[config.mk]
export PLATFORM = sky130hd
export DESIGN_NAME = mips_trap_return_pc_resolver_unit_flat
export DESIGN_NICKNAME = d
export VERILOG_FILES = /design/src/hdl/mtrpr_pkg.sv /design/src/hdl/mtrpr_if.sv /design/src/hdl/mips_trap_return_pc_resolver_unit.sv /design/src/hdl/mtrpr_decode.sv /design/src/flat_wrapper.sv
export VERILOG_INCLUDE_DIRS = /design/src /design/src/hdl
export SDC_FILE = /design/constraint.sdc
export NUM_CORES = 1
export LEC_CHECK = 0
export ABC_AREA = 1
export BUFFER_PORTS_ARGS = -buffer_cell sky130_fd_sc_hd__buf_2
export CORE_MARGIN = 2
export CORE_UTILIZATION = 55
export CTS_CLUSTER_SIZE = 30
export DETAILED_ROUTE_END_ITERATION = 6
export GPL_ROUTABILITY_DRIVEN = 1
export PLACE_DENSITY = 0.73
export SLEW_MARGIN = 10
export SYNTH_ARGS = -nofsm -noshare
export SYNTH_HDL_FRONTEND = slang
export SYNTH_HIERARCHICAL = 1
export SYNTH_SLANG_ARGS = --single-unit
[constraint.sdc]
create_clock -name i_clk -period 29.8 [get_ports i_clk]
set_clock_uncertainty 0.15 [all_clocks]
set_input_delay 2.98 -clock i_clk [delete_from_list [all_inputs] [get_ports i_clk]]
set_output_delay 2.98 -clock i_clk [all_outputs]
set_load 0.1 [all_outputs]
[src/hdl/mips_trap_return_pc_resolver_unit_assert.svh]
// ----------------------------------------------------------------------------
// mips trap return pc resolver assertion macros
// shared concurrent assertion forms, clocked on i_clk, held off during reset
// ----------------------------------------------------------------------------
`ifndef MIPS_TRAP_RETURN_PC_RESOLVER_UNIT_ASSERT_SVH
`define MIPS_TRAP_RETURN_PC_RESOLVER_UNIT_ASSERT_SVH

// same-cycle implication
`define MTRPR_ASSERT_NOW(label, ante, cons) \
    label: assert property (@(posedge i_clk) disable iff (!i_rst_n) \
        (ante) |-> (cons)) else $error("assertion failed: same-cycle check");

// next-cycle implication
`define MTRPR_ASSERT_NEXT(label, ante, cons) \
    label: assert property (@(posedge i_clk) disable iff (!i_rst_n) \
        (ante) |=> (cons)) else $error("assertion failed: next-cycle check");

`endif

[src/hdl/mtrpr_pkg.sv]
// ----------------------------------------------------------------------------
// mtrpr_pkg
// types and constants of the trap return pc resolver
// ----------------------------------------------------------------------------
package mtrpr_pkg;

    localparam logic [4:0] EC_INTERRUPT = 5'd0;
    localparam logic [4:0] EC_SYSCALL   = 5'd8;
    localparam logic [4:0] EC_BREAK     = 5'd9;

    localparam logic [5:0] OP_FUNCT_GROUP = 6'd0;
    localparam logic [5:0] OP_RT_GROUP    = 6'd1;
    localparam logic [5:0] OP_J           = 6'd2;
    localparam logic [5:0] OP_JAL         = 6'd3;
    localparam logic [5:0] OP_BEQ         = 6'd4;
    localparam logic [5:0] OP_BNE         = 6'd5;
    localparam logic [5:0] OP_BLEZ        = 6'd6;
    localparam logic [5:0] OP_BGTZ        = 6'd7;
    localparam logic [5:0] OP_BEQL        = 6'd20;
    localparam logic [5:0] OP_BNEL        = 6'd21;
    localparam logic [5:0] OP_BLEZ_LIKELY = 6'd22;
    localparam logic [5:0] OP_BGTZ_LIKELY = 6'd23;

    localparam logic [5:0] FN_JR   = 6'd8;
    localparam logic [5:0] FN_JALR = 6'd9;

    localparam logic [4:0] RT_BLTZ    = 5'd0;
    localparam logic [4:0] RT_BGEZ    = 5'd1;
    localparam logic [4:0] RT_BLTZL   = 5'd2;
    localparam logic [4:0] RT_BGEZL   = 5'd3;
    localparam logic [4:0] RT_BLTZAL  = 5'd16;
    localparam logic [4:0] RT_BGEZAL  = 5'd17;
    localparam logic [4:0] RT_BLTZALL = 5'd18;
    localparam logic [4:0] RT_BGEZALL = 5'd19;

    localparam logic [4:0]  LINK_REG  = 5'd31;
    localparam logic [63:0] STEP_NEXT = 64'd4;
    localparam logic [63:0] STEP_PAST = 64'd8;

    typedef enum logic [2:0] {
        OUT_SYSCALL    = 3'd0,
        OUT_BREAKPOINT = 3'd1,
        OUT_INTERRUPT  = 3'd2,
        OUT_UNEXPECTED = 3'd3,
        OUT_NOT_BRANCH = 3'd4
    } t_outcome;

    typedef enum logic [2:0] {
        SEL_PC    = 3'd0,
        SEL_PC4   = 3'd1,
        SEL_PC8   = 3'd2,
        SEL_RS    = 3'd3,
        SEL_JUMP  = 3'd4,
        SEL_TAKEN = 3'd5
    } t_sel;

    typedef struct packed {
        t_outcome   outcome;
        t_sel       sel;
        logic       link_valid;
        logic [4:0] link_index;
    } t_dec;

endpackage

[src/hdl/mtrpr_if.sv]
// ----------------------------------------------------------------------------
// mtrpr_if
// valid/ready channels for trap transactions and resolved results
// ----------------------------------------------------------------------------
interface mtrpr_in_if;
    logic        valid;
    logic        ready;
    logic [31:0] cause_word;
    logic [63:0] victim_pc;
    logic [31:0] instruction_word;
    logic signed [63:0] rs_value;
    logic signed [63:0] rt_value;

    modport source (
        output valid, cause_word, victim_pc, instruction_word, rs_value, rt_value,
        input  ready
    );
    modport sink (
        input  valid, cause_word, victim_pc, instruction_word, rs_value, rt_value,
        output ready
    );
endinterface

interface mtrpr_out_if;
    logic        valid;
    logic        ready;
    logic [63:0] resume_pc;
    logic [2:0]  outcome;
    logic        link_valid;
    logic [4:0]  link_index;
    logic [63:0] link_value;

    modport source (
        output valid, resume_pc, outcome, link_valid, link_index, link_value,
        input  ready
    );
    modport sink (
        input  valid, resume_pc, outcome, link_valid, link_index, link_value,
        output ready
    );
endinterface

[src/hdl/mips_trap_return_pc_resolver_unit.sv]
// ----------------------------------------------------------------------------
// mips_trap_return_pc_resolver_unit
// resolves the return pc and link write of a trap, three-stage pipeline
//
//  channel   direction  handshake      payload
//  i_trap    in         valid/ready    cause, epc, instruction, rs, rt values
//  o_res     out        valid/ready    resume pc, outcome, link write
//
//  one transaction per cycle sustained while o_res is ready
//  stage 1 decodes and compares, stage 2 forms pc+4, pc+8 and pc+offset,
//  stage 3 adds the delay-slot step to the branch target and selects
//  a stage advances when empty or when the stage after it advances, the last one when o_res is ready
//  synchronous active-low reset clears the stage valid bits only
// ----------------------------------------------------------------------------
`include "mips_trap_return_pc_resolver_unit_assert.svh"

module mips_trap_return_pc_resolver_unit (
    input  logic        i_clk,
    input  logic        i_rst_n,
    mtrpr_in_if.sink    i_trap,
    mtrpr_out_if.source o_res
);
    import mtrpr_pkg::*;

    t_dec dec;

    logic        r_v1;
    t_dec        r_s1_dec;
    logic [63:0] r_s1_pc;
    logic [63:0] r_s1_rs;
    logic [25:0] r_s1_idx;

    logic        r_v2;
    t_dec        r_s2_dec;
    logic [63:0] r_s2_pc;
    logic [63:0] r_s2_pc4;
    logic [63:0] r_s2_pc8;
    logic [63:0] r_s2_pcoff;
    logic [63:0] r_s2_rs;
    logic [25:0] r_s2_idx;

    logic        r_v3;
    logic [63:0] r_resume_pc;
    t_outcome    r_outcome;
    logic        r_link_valid;
    logic [4:0]  r_link_index;
    logic [63:0] r_link_value;

    logic        adv1;
    logic        adv2;
    logic        adv3;
    logic [63:0] off;
    logic [63:0] n_resume_pc;

    assign adv3 = !r_v3 || o_res.ready;
    assign adv2 = !r_v2 || adv3;
    assign adv1 = !r_v1 || adv2;
    assign i_trap.ready = adv1;

    mtrpr_decode u_decode (
        .i_cause_word       (i_trap.cause_word),
        .i_instruction_word (i_trap.instruction_word),
        .i_rs_value         (i_trap.rs_value),
        .i_rt_value         (i_trap.rt_value),
        .o_dec              (dec)
    );

    assign off = {{46{r_s1_idx[15]}}, r_s1_idx[15:0], 2'b00};

    always_comb begin
        unique case (r_s2_dec.sel)
            SEL_PC:    n_resume_pc = r_s2_pc;
            SEL_PC4:   n_resume_pc = r_s2_pc4;
            SEL_PC8:   n_resume_pc = r_s2_pc8;
            SEL_RS:    n_resume_pc = r_s2_rs;
            SEL_JUMP:  n_resume_pc = {r_s2_pc4[63:28], r_s2_idx, 2'b00};
            SEL_TAKEN: n_resume_pc = r_s2_pcoff + STEP_NEXT;
            default:   n_resume_pc = r_s2_pc;
        endcase
    end

    always_ff @(posedge i_clk) begin
        if (!i_rst_n) begin
            r_v1 <= 1'b0;
            r_v2 <= 1'b0;
            r_v3 <= 1'b0;
        end else begin
            if (adv1) r_v1 <= i_trap.valid;
            if (adv2) r_v2 <= r_v1;
            if (adv3) r_v3 <= r_v2;
        end
    end

    always_ff @(posedge i_clk) begin
        if (adv1) begin
            r_s1_dec <= dec;
            r_s1_pc  <= i_trap.victim_pc;
            r_s1_rs  <= i_trap.rs_value;
            r_s1_idx <= i_trap.instruction_word[25:0];
        end
        if (adv2) begin
            r_s2_dec   <= r_s1_dec;
            r_s2_pc    <= r_s1_pc;
            r_s2_pc4   <= r_s1_pc + STEP_NEXT;
            r_s2_pc8   <= r_s1_pc + STEP_PAST;
            r_s2_pcoff <= r_s1_pc + off;
            r_s2_rs    <= r_s1_rs;
            r_s2_idx   <= r_s1_idx;
        end
        if (adv3) begin
            r_resume_pc  <= n_resume_pc;
            r_outcome    <= r_s2_dec.outcome;
            r_link_valid <= r_s2_dec.link_valid;
            r_link_index <= r_s2_dec.link_valid ? r_s2_dec.link_index : 5'd0;
            r_link_value <= r_s2_dec.link_valid ? r_s2_pc8 : 64'd0;
        end
    end

    assign o_res.valid      = r_v3;
    assign o_res.resume_pc  = r_resume_pc;
    assign o_res.outcome    = r_outcome;
    assign o_res.link_valid = r_link_valid;
    assign o_res.link_index = r_link_index;
    assign o_res.link_value = r_link_value;

    `MTRPR_ASSERT_NEXT(a_accept_fills_s1, i_trap.valid && i_trap.ready, r_v1)
    `MTRPR_ASSERT_NEXT(a_held_result_stays, r_v3 && !o_res.ready, r_v3)
    `MTRPR_ASSERT_NOW(a_no_link_zero, r_v3 && !r_link_valid,
        r_link_index == 5'd0 && r_link_value == 64'd0)
    `MTRPR_ASSERT_NOW(a_link_only_skipped, r_v3 && r_link_valid,
        r_outcome == OUT_SYSCALL || r_outcome == OUT_BREAKPOINT)

endmodule

[src/hdl/mtrpr_decode.sv]
// ----------------------------------------------------------------------------
// mtrpr_decode
// trap classification and branch/jump decode with condition evaluation
// ----------------------------------------------------------------------------
module mtrpr_decode (
    input  logic [31:0]        i_cause_word,
    input  logic [31:0]        i_instruction_word,
    input  logic signed [63:0] i_rs_value,
    input  logic signed [63:0] i_rt_value,
    output mtrpr_pkg::t_dec    o_dec
);
    import mtrpr_pkg::*;

    logic [4:0] code;
    logic       bd;
    logic [5:0] op;
    logic [4:0] rtf;
    logic [4:0] rdf;
    logic [5:0] fn;
    logic       rs_neg;
    logic       rs_zero;
    logic       rs_eq_rt;
    logic       ok;
    logic       is_cond;
    logic       cond;
    logic       blink;
    logic [4:0] breg;
    t_sel       bsel;

    assign code     = i_cause_word[6:2];
    assign bd       = i_cause_word[31];
    assign op       = i_instruction_word[31:26];
    assign rtf      = i_instruction_word[20:16];
    assign rdf      = i_instruction_word[15:11];
    assign fn       = i_instruction_word[5:0];
    assign rs_neg   = i_rs_value[63];
    assign rs_zero  = (i_rs_value == 64'sd0);
    assign rs_eq_rt = (i_rs_value == i_rt_value);

    always_comb begin
        ok      = 1'b1;
        is_cond = 1'b0;
        cond    = 1'b0;
        blink   = 1'b0;
        breg    = 5'd0;
        bsel    = SEL_PC;
        unique case (op)
            OP_FUNCT_GROUP: begin
                if (fn == FN_JR) begin
                    bsel = SEL_RS;
                end else if (fn == FN_JALR) begin
                    bsel  = SEL_RS;
                    blink = 1'b1;
                    breg  = rdf;
                end else begin
                    ok = 1'b0;
                end
            end
            OP_J: begin
                bsel = SEL_JUMP;
            end
            OP_JAL: begin
                bsel  = SEL_JUMP;
                blink = 1'b1;
                breg  = LINK_REG;
            end
            OP_RT_GROUP: begin
                is_cond = 1'b1;
                unique case (rtf)
                    RT_BLTZ, RT_BLTZL: cond = rs_neg;
                    RT_BGEZ, RT_BGEZL: cond = !rs_neg;
                    RT_BLTZAL, RT_BLTZALL: begin
                        cond  = rs_neg;
                        blink = 1'b1;
                        breg  = LINK_REG;
                    end
                    RT_BGEZAL, RT_BGEZALL: begin
                        cond  = !rs_neg;
                        blink = 1'b1;
                        breg  = LINK_REG;
                    end
                    default: ok = 1'b0;
                endcase
            end
            OP_BEQ, OP_BEQL: begin
                is_cond = 1'b1;
                cond    = rs_eq_rt;
            end
            OP_BNE, OP_BNEL: begin
                is_cond = 1'b1;
                cond    = !rs_eq_rt;
            end
            OP_BLEZ, OP_BLEZ_LIKELY: begin
                is_cond = 1'b1;
                cond    = rs_neg || rs_zero;
            end
            OP_BGTZ, OP_BGTZ_LIKELY: begin
                is_cond = 1'b1;
                cond    = !rs_neg && !rs_zero;
            end
            default: ok = 1'b0;
        endcase
        if (is_cond) begin
            bsel = cond ? SEL_TAKEN : SEL_PC8;
        end

        o_dec.outcome    = OUT_UNEXPECTED;
        o_dec.sel        = SEL_PC;
        o_dec.link_valid = 1'b0;
        o_dec.link_index = 5'd0;
        if (code == EC_SYSCALL || code == EC_BREAK) begin
            o_dec.outcome = (code == EC_SYSCALL) ? OUT_SYSCALL : OUT_BREAKPOINT;
            if (!bd) begin
                o_dec.sel = SEL_PC4;
            end else if (ok) begin
                o_dec.sel        = bsel;
                o_dec.link_valid = blink;
                o_dec.link_index = blink ? breg : 5'd0;
            end else begin
                o_dec.outcome = OUT_NOT_BRANCH;
            end
        end else if (code == EC_INTERRUPT) begin
            o_dec.outcome = OUT_INTERRUPT;
        end
    end

endmodule

[src/flat_wrapper.sv]
// flat-port wrapper written by rule: the top's interface ports become plain ports
module mips_trap_return_pc_resolver_unit_flat import mtrpr_pkg::*;
  (i_clk, i_rst_n, i_trap_valid, i_trap_cause_word, i_trap_victim_pc, i_trap_instruction_word, i_trap_rs_value, i_trap_rt_value, i_trap_ready, o_res_valid, o_res_resume_pc, o_res_outcome, o_res_link_valid, o_res_link_index, o_res_link_value, o_res_ready);
  mtrpr_in_if i_trap_i ();
  mtrpr_out_if o_res_i ();
  input  logic i_clk;
  input  logic i_rst_n;
  input wire logic [$bits(i_trap_i.valid)-1:0] i_trap_valid;
  input wire logic [$bits(i_trap_i.cause_word)-1:0] i_trap_cause_word;
  input wire logic [$bits(i_trap_i.victim_pc)-1:0] i_trap_victim_pc;
  input wire logic [$bits(i_trap_i.instruction_word)-1:0] i_trap_instruction_word;
  input wire logic [$bits(i_trap_i.rs_value)-1:0] i_trap_rs_value;
  input wire logic [$bits(i_trap_i.rt_value)-1:0] i_trap_rt_value;
  output wire logic [$bits(i_trap_i.ready)-1:0] i_trap_ready;
  output wire logic [$bits(o_res_i.valid)-1:0] o_res_valid;
  output wire logic [$bits(o_res_i.resume_pc)-1:0] o_res_resume_pc;
  output wire logic [$bits(o_res_i.outcome)-1:0] o_res_outcome;
  output wire logic [$bits(o_res_i.link_valid)-1:0] o_res_link_valid;
  output wire logic [$bits(o_res_i.link_index)-1:0] o_res_link_index;
  output wire logic [$bits(o_res_i.link_value)-1:0] o_res_link_value;
  input wire logic [$bits(o_res_i.ready)-1:0] o_res_ready;
  assign i_trap_i.valid = i_trap_valid;
  assign i_trap_i.cause_word = i_trap_cause_word;
  assign i_trap_i.victim_pc = i_trap_victim_pc;
  assign i_trap_i.instruction_word = i_trap_instruction_word;
  assign i_trap_i.rs_value = i_trap_rs_value;
  assign i_trap_i.rt_value = i_trap_rt_value;
  assign i_trap_ready = i_trap_i.ready;
  assign o_res_valid = o_res_i.valid;
  assign o_res_resume_pc = o_res_i.resume_pc;
  assign o_res_outcome = o_res_i.outcome;
  assign o_res_link_valid = o_res_i.link_valid;
  assign o_res_link_index = o_res_i.link_index;
  assign o_res_link_value = o_res_i.link_value;
  assign o_res_i.ready = o_res_ready;
  mips_trap_return_pc_resolver_unit u_core (.i_clk(i_clk), .i_rst_n(i_rst_n), .i_trap(i_trap_i), .o_res(o_res_i));
endmodule
==> impl_metrics.env <==
export IMPL_outcome="complete, no violations"
export IMPL_synthDistinctLibCells=51
export IMPL_nets=4631
export IMPL_finalSetupTns_ns=0
export IMPL_htree_levels=3
export IMPL_num_rows=92
export IMPL_vias=28600
export IMPL_crit_type="in2out"
export IMPL_antenna_left=0
export IMPL_cts_buffer_depth=3
export IMPL_area_growth_pct=14.5
export IMPL_synth_ff_type="edfxtp_1"
export IMPL_vdd_drop_max_mv=0.0505
export IMPL_hold_path_class="reg2reg"
export IMPL_fmax_ghz=0.124
export IMPL_initial_utilization_pct=55.4
export IMPL_pwr_share_clk_pct=36.4
export IMPL_ys_ff_latch=657
export IMPL_synth_warnings=6
export IMPL_p_leak_nw=18.7
export IMPL_cp_start_kind="input pin"
export IMPL_first_global_vias=26400
export IMPL_clock_latency_ns=0.63
export IMPL_coreArea_um2=62700
export IMPL_min_path_cells=0
export IMPL_clk_pin_slew_ns=0.06
export IMPL_synth_edf_count=654
export IMPL_first_iter_violations=3398
export IMPL_cp_data_required_time_ns=26.67
export IMPL_finalHoldViolations=0
export IMPL_cts_sinks=657
export IMPL_wl_per_cell_um=21.3
export IMPL_reg2reg_from="u_core/o_res.valid"
export IMPL_finalCriticalPeriod_ns=8.08
export IMPL_ctsResizeCount=0
export IMPL_syn_avg_cell_area_um2=8.91
export IMPL_dp_hpwl_um=86300
export IMPL_cts_buffers=69
export IMPL_drc=0
export IMPL_switching_share_pct=28.6
export IMPL_die_w_um=255
export IMPL_synth_top_cells_by_area="edfxtp_1 56%, nand2_1 13%, inv_1 6.7%"
export IMPL_async_flop_share_pct=0
export IMPL_cts_setup_buffers=0
export IMPL_fp_dieH_um=255
export IMPL_globalRouteTotalUtil_pct=33.4
export IMPL_max_cap_viol_count=0
export IMPL_io_buffers=372
export IMPL_slew_headroom_pct=31.8
export IMPL_holdPathEnd="u_core/r_s2_rs[17]"
export IMPL_syn_nets=4229
export IMPL_postLayoutCoreUtil_pct=63.5
export IMPL_routabilityCongestion=1.06
export IMPL_cts_root_buf="clkbuf_16"
export IMPL_die_area_um2=65200
export IMPL_syn_area_um2=34800
export IMPL_cp_arrival_ns=4.95
export IMPL_worstPathMaxFanout=67
export IMPL_seq_area_frac_synth_pct=56.7
export IMPL_slew_violations=0
export IMPL_wl_um=111000
export IMPL_grt_max_degree=82
export IMPL_grt_setup_unrepaired="false"
export IMPL_p_per_area_nw_per_um2=57.9
export IMPL_ios=399
export IMPL_drive_gt1_share_pct=13.6
export IMPL_setup_ws_ns=21.72
export IMPL_min_delay_start="u_core/r_s1_rs[17]"
export IMPL_min_period_over_period_pct=27.1
export IMPL_postCtsHoldBufs=0
export IMPL_antenna_found_initial=7
export IMPL_endpoint_kind="output port"
export IMPL_place_ws_ns=21.68
export IMPL_synth_top_area_share_pct=56.5
export IMPL_num_fill_cells=5230
export IMPL_grt_ovfl_total=0
export IMPL_setup_violations=0
export IMPL_r2r_cells=5
export IMPL_holdWs_ns=0.263
export IMPL_p_comb_share_pct=13.9
export IMPL_seq_power_share_pct=49.8
export IMPL_p_switching_mw=0.659
export IMPL_r2r_end="u_core/r_s2_pc4[29]"
export IMPL_synth_area_leader_cell="edfxtp_1"
export IMPL_viasPerCell=5.49
export IMPL_tightestPinTransition_ns=1.01
export IMPL_cts_tree="built"
export IMPL_postSynthCellCount=3904
export IMPL_r2r_slack_ns=25.59
export IMPL_intPower_mw=1.65
export IMPL_grt_pass1_wl_um=161000
export IMPL_drt_first_pass_iters=6
## flip-flops by register name, indices dropped and copies added, names as in the netlist
register / count
u_core/o_res.link_value: 64
u_core/o_res.resume_pc: 64
u_core/r_s1_pc: 64
u_core/r_s1_rs: 64
u_core/r_s2_pc: 64
u_core/r_s2_rs: 64
u_core/r_s2_pc4: 62
u_core/r_s2_pcoff: 62
u_core/r_s2_pc8: 61
u_core/r_s1_idx: 26
u_core/r_s2_idx: 26
u_core/r_s1_dec: 12
u_core/r_s2_dec: 12
u_core/o_res.link_index: 5
u_core/o_res.outcome: 3
u_core/o_res.link_valid: 1
u_core/o_res.valid: 1
u_core/r_v1: 1
u_core/r_v2: 1
## final cells by class
class	count	area, um2	share of cell area, %
clock buffers	80	1790	4.49
inverters	638	2400	6.03
flip-flops and latches	657	19700	49.5
diodes	1	2.50	0.00628
clock inverters	41	397	0.996
multi-input cells	2551	12500	31.4
well taps	846	1060	2.66
repair buffers	389	1990	5.00
## worst max path at each step
| stage | from | slack [ns] | depth (start not counted) | end |
|---|---|---|---|---|
| 2_1_floorplan | o_res_ready | 15.90 | 4 | u_core/r_s2_dec[0] |
| 3_3_place_gp | o_res_ready | 21.71 | 6 | i_trap_ready |
| 3_5_place_dp | o_res_ready | 21.68 | 6 | i_trap_ready |
| 4_1_cts | o_res_ready | 21.69 | 6 | i_trap_ready |
| 5_1_grt | o_res_ready | 21.59 | 6 | i_trap_ready |
| 6_report | o_res_ready | 21.72 | 6 | i_trap_ready |
## synth_stat cells (20+ instances only)
master,instances
ha_1,64
xnor2_1,26
nor2_1,445
a21oi_1,116
a221oi_1,38
inv_1,625
nor3_1,38
nand4_1,61
nand3_1,212
clkbuf_1,43
o21ai_0,20
edfxtp_1,654
xor2_1,133
nand2_1,1243
## power groups by stage
stage / clock network, mW / logic (mW) / registers [mW]
2_1_floorplan: 0 / 0.149 / 1.22
3_3_place_gp: 0 / 0.311 / 1.16
3_5_place_dp: 0 / 0.315 / 1.16
4_1_cts: 0.848 / 0.316 / 1.14
5_1_grt: 0.881 / 0.347 / 1.15
6_report: 0.839 / 0.320 / 1.15
## metal layers
layer,vias up,GRT usage (%),wire length (um)
li1,13500,-,-
met1,13400,45.0,43800
met2,1437,53.2,51100
met3,229,6.08,10800
met4,4,15.0,5240
met5,-,0,26
## logic make-up (layout without fill, tap and decap cells)
| logic type | after synthesis | after routing | synth area share, % |
|---|---|---|---|
| simple gates | 2105 | 2105 | 25.5 |
| fa+ha+maj | 65 | 65 | 2.36 |
| other cells | 0 | 1 | 0 |
| buf+inv | 696 | 1148 | 7.56 |
| compound gates | 221 | 221 | 3.92 |
| flops | 657 | 657 | 56.7 |
| xor+xnor | 160 | 160 | 4.05 |
## critical path, cell delays in order
cell and delay, ns:
buf_2 0.09, inv_1 0.08, nand2_4 0.50, nor2_1 0.69
nand2_4 0.24, buf_2 0.36
## per-stage QoR
stage	cells	power, mW	cell area [um2]
after floorplan	3904	1.37	34800
after global placement	5081	1.47	37600
after detailed placement	5081	1.48	37600
after CTS	5202	2.31	39800
after global routing	5202	2.38	39800
final	5203	2.31	39800
## placed cells by master (no fill, tap or decap), types with 3 or more instances in the layout
| cell | n |
|---|---|
| a211oi_1 | 15 |
| a21oi_1 | 116 |
| a221oi_1 | 38 |
| a31oi_1 | 5 |
| and2_1 | 7 |
| buf_2 | 372 |
| buf_4 | 17 |
| bufinv_16 | 5 |
| clkbuf_1 | 10 |
| clkbuf_16 | 70 |
| clkinv_1 | 14 |
| clkinv_2 | 14 |
| clkinvlp_4 | 3 |
| dfxtp_1 | 3 |
| edfxtp_1 | 654 |
| ha_1 | 64 |
| inv_1 | 624 |
| inv_2 | 11 |
| nand2_1 | 1239 |
| nand2_2 | 13 |
| nand2_4 | 8 |
| nand3_1 | 212 |
| nand3_2 | 3 |
| nand3b_1 | 11 |
| nand4_1 | 61 |
| nor2_1 | 442 |
| nor2_2 | 14 |
| nor2_4 | 19 |
| nor3_1 | 38 |
| nor3_2 | 7 |
| o21ai_0 | 20 |
| o21bai_1 | 17 |
| or2_2 | 19 |
| xnor2_1 | 26 |
| xor2_1 | 133 |
No activity file was read; power rests on OpenSTA's default activity.
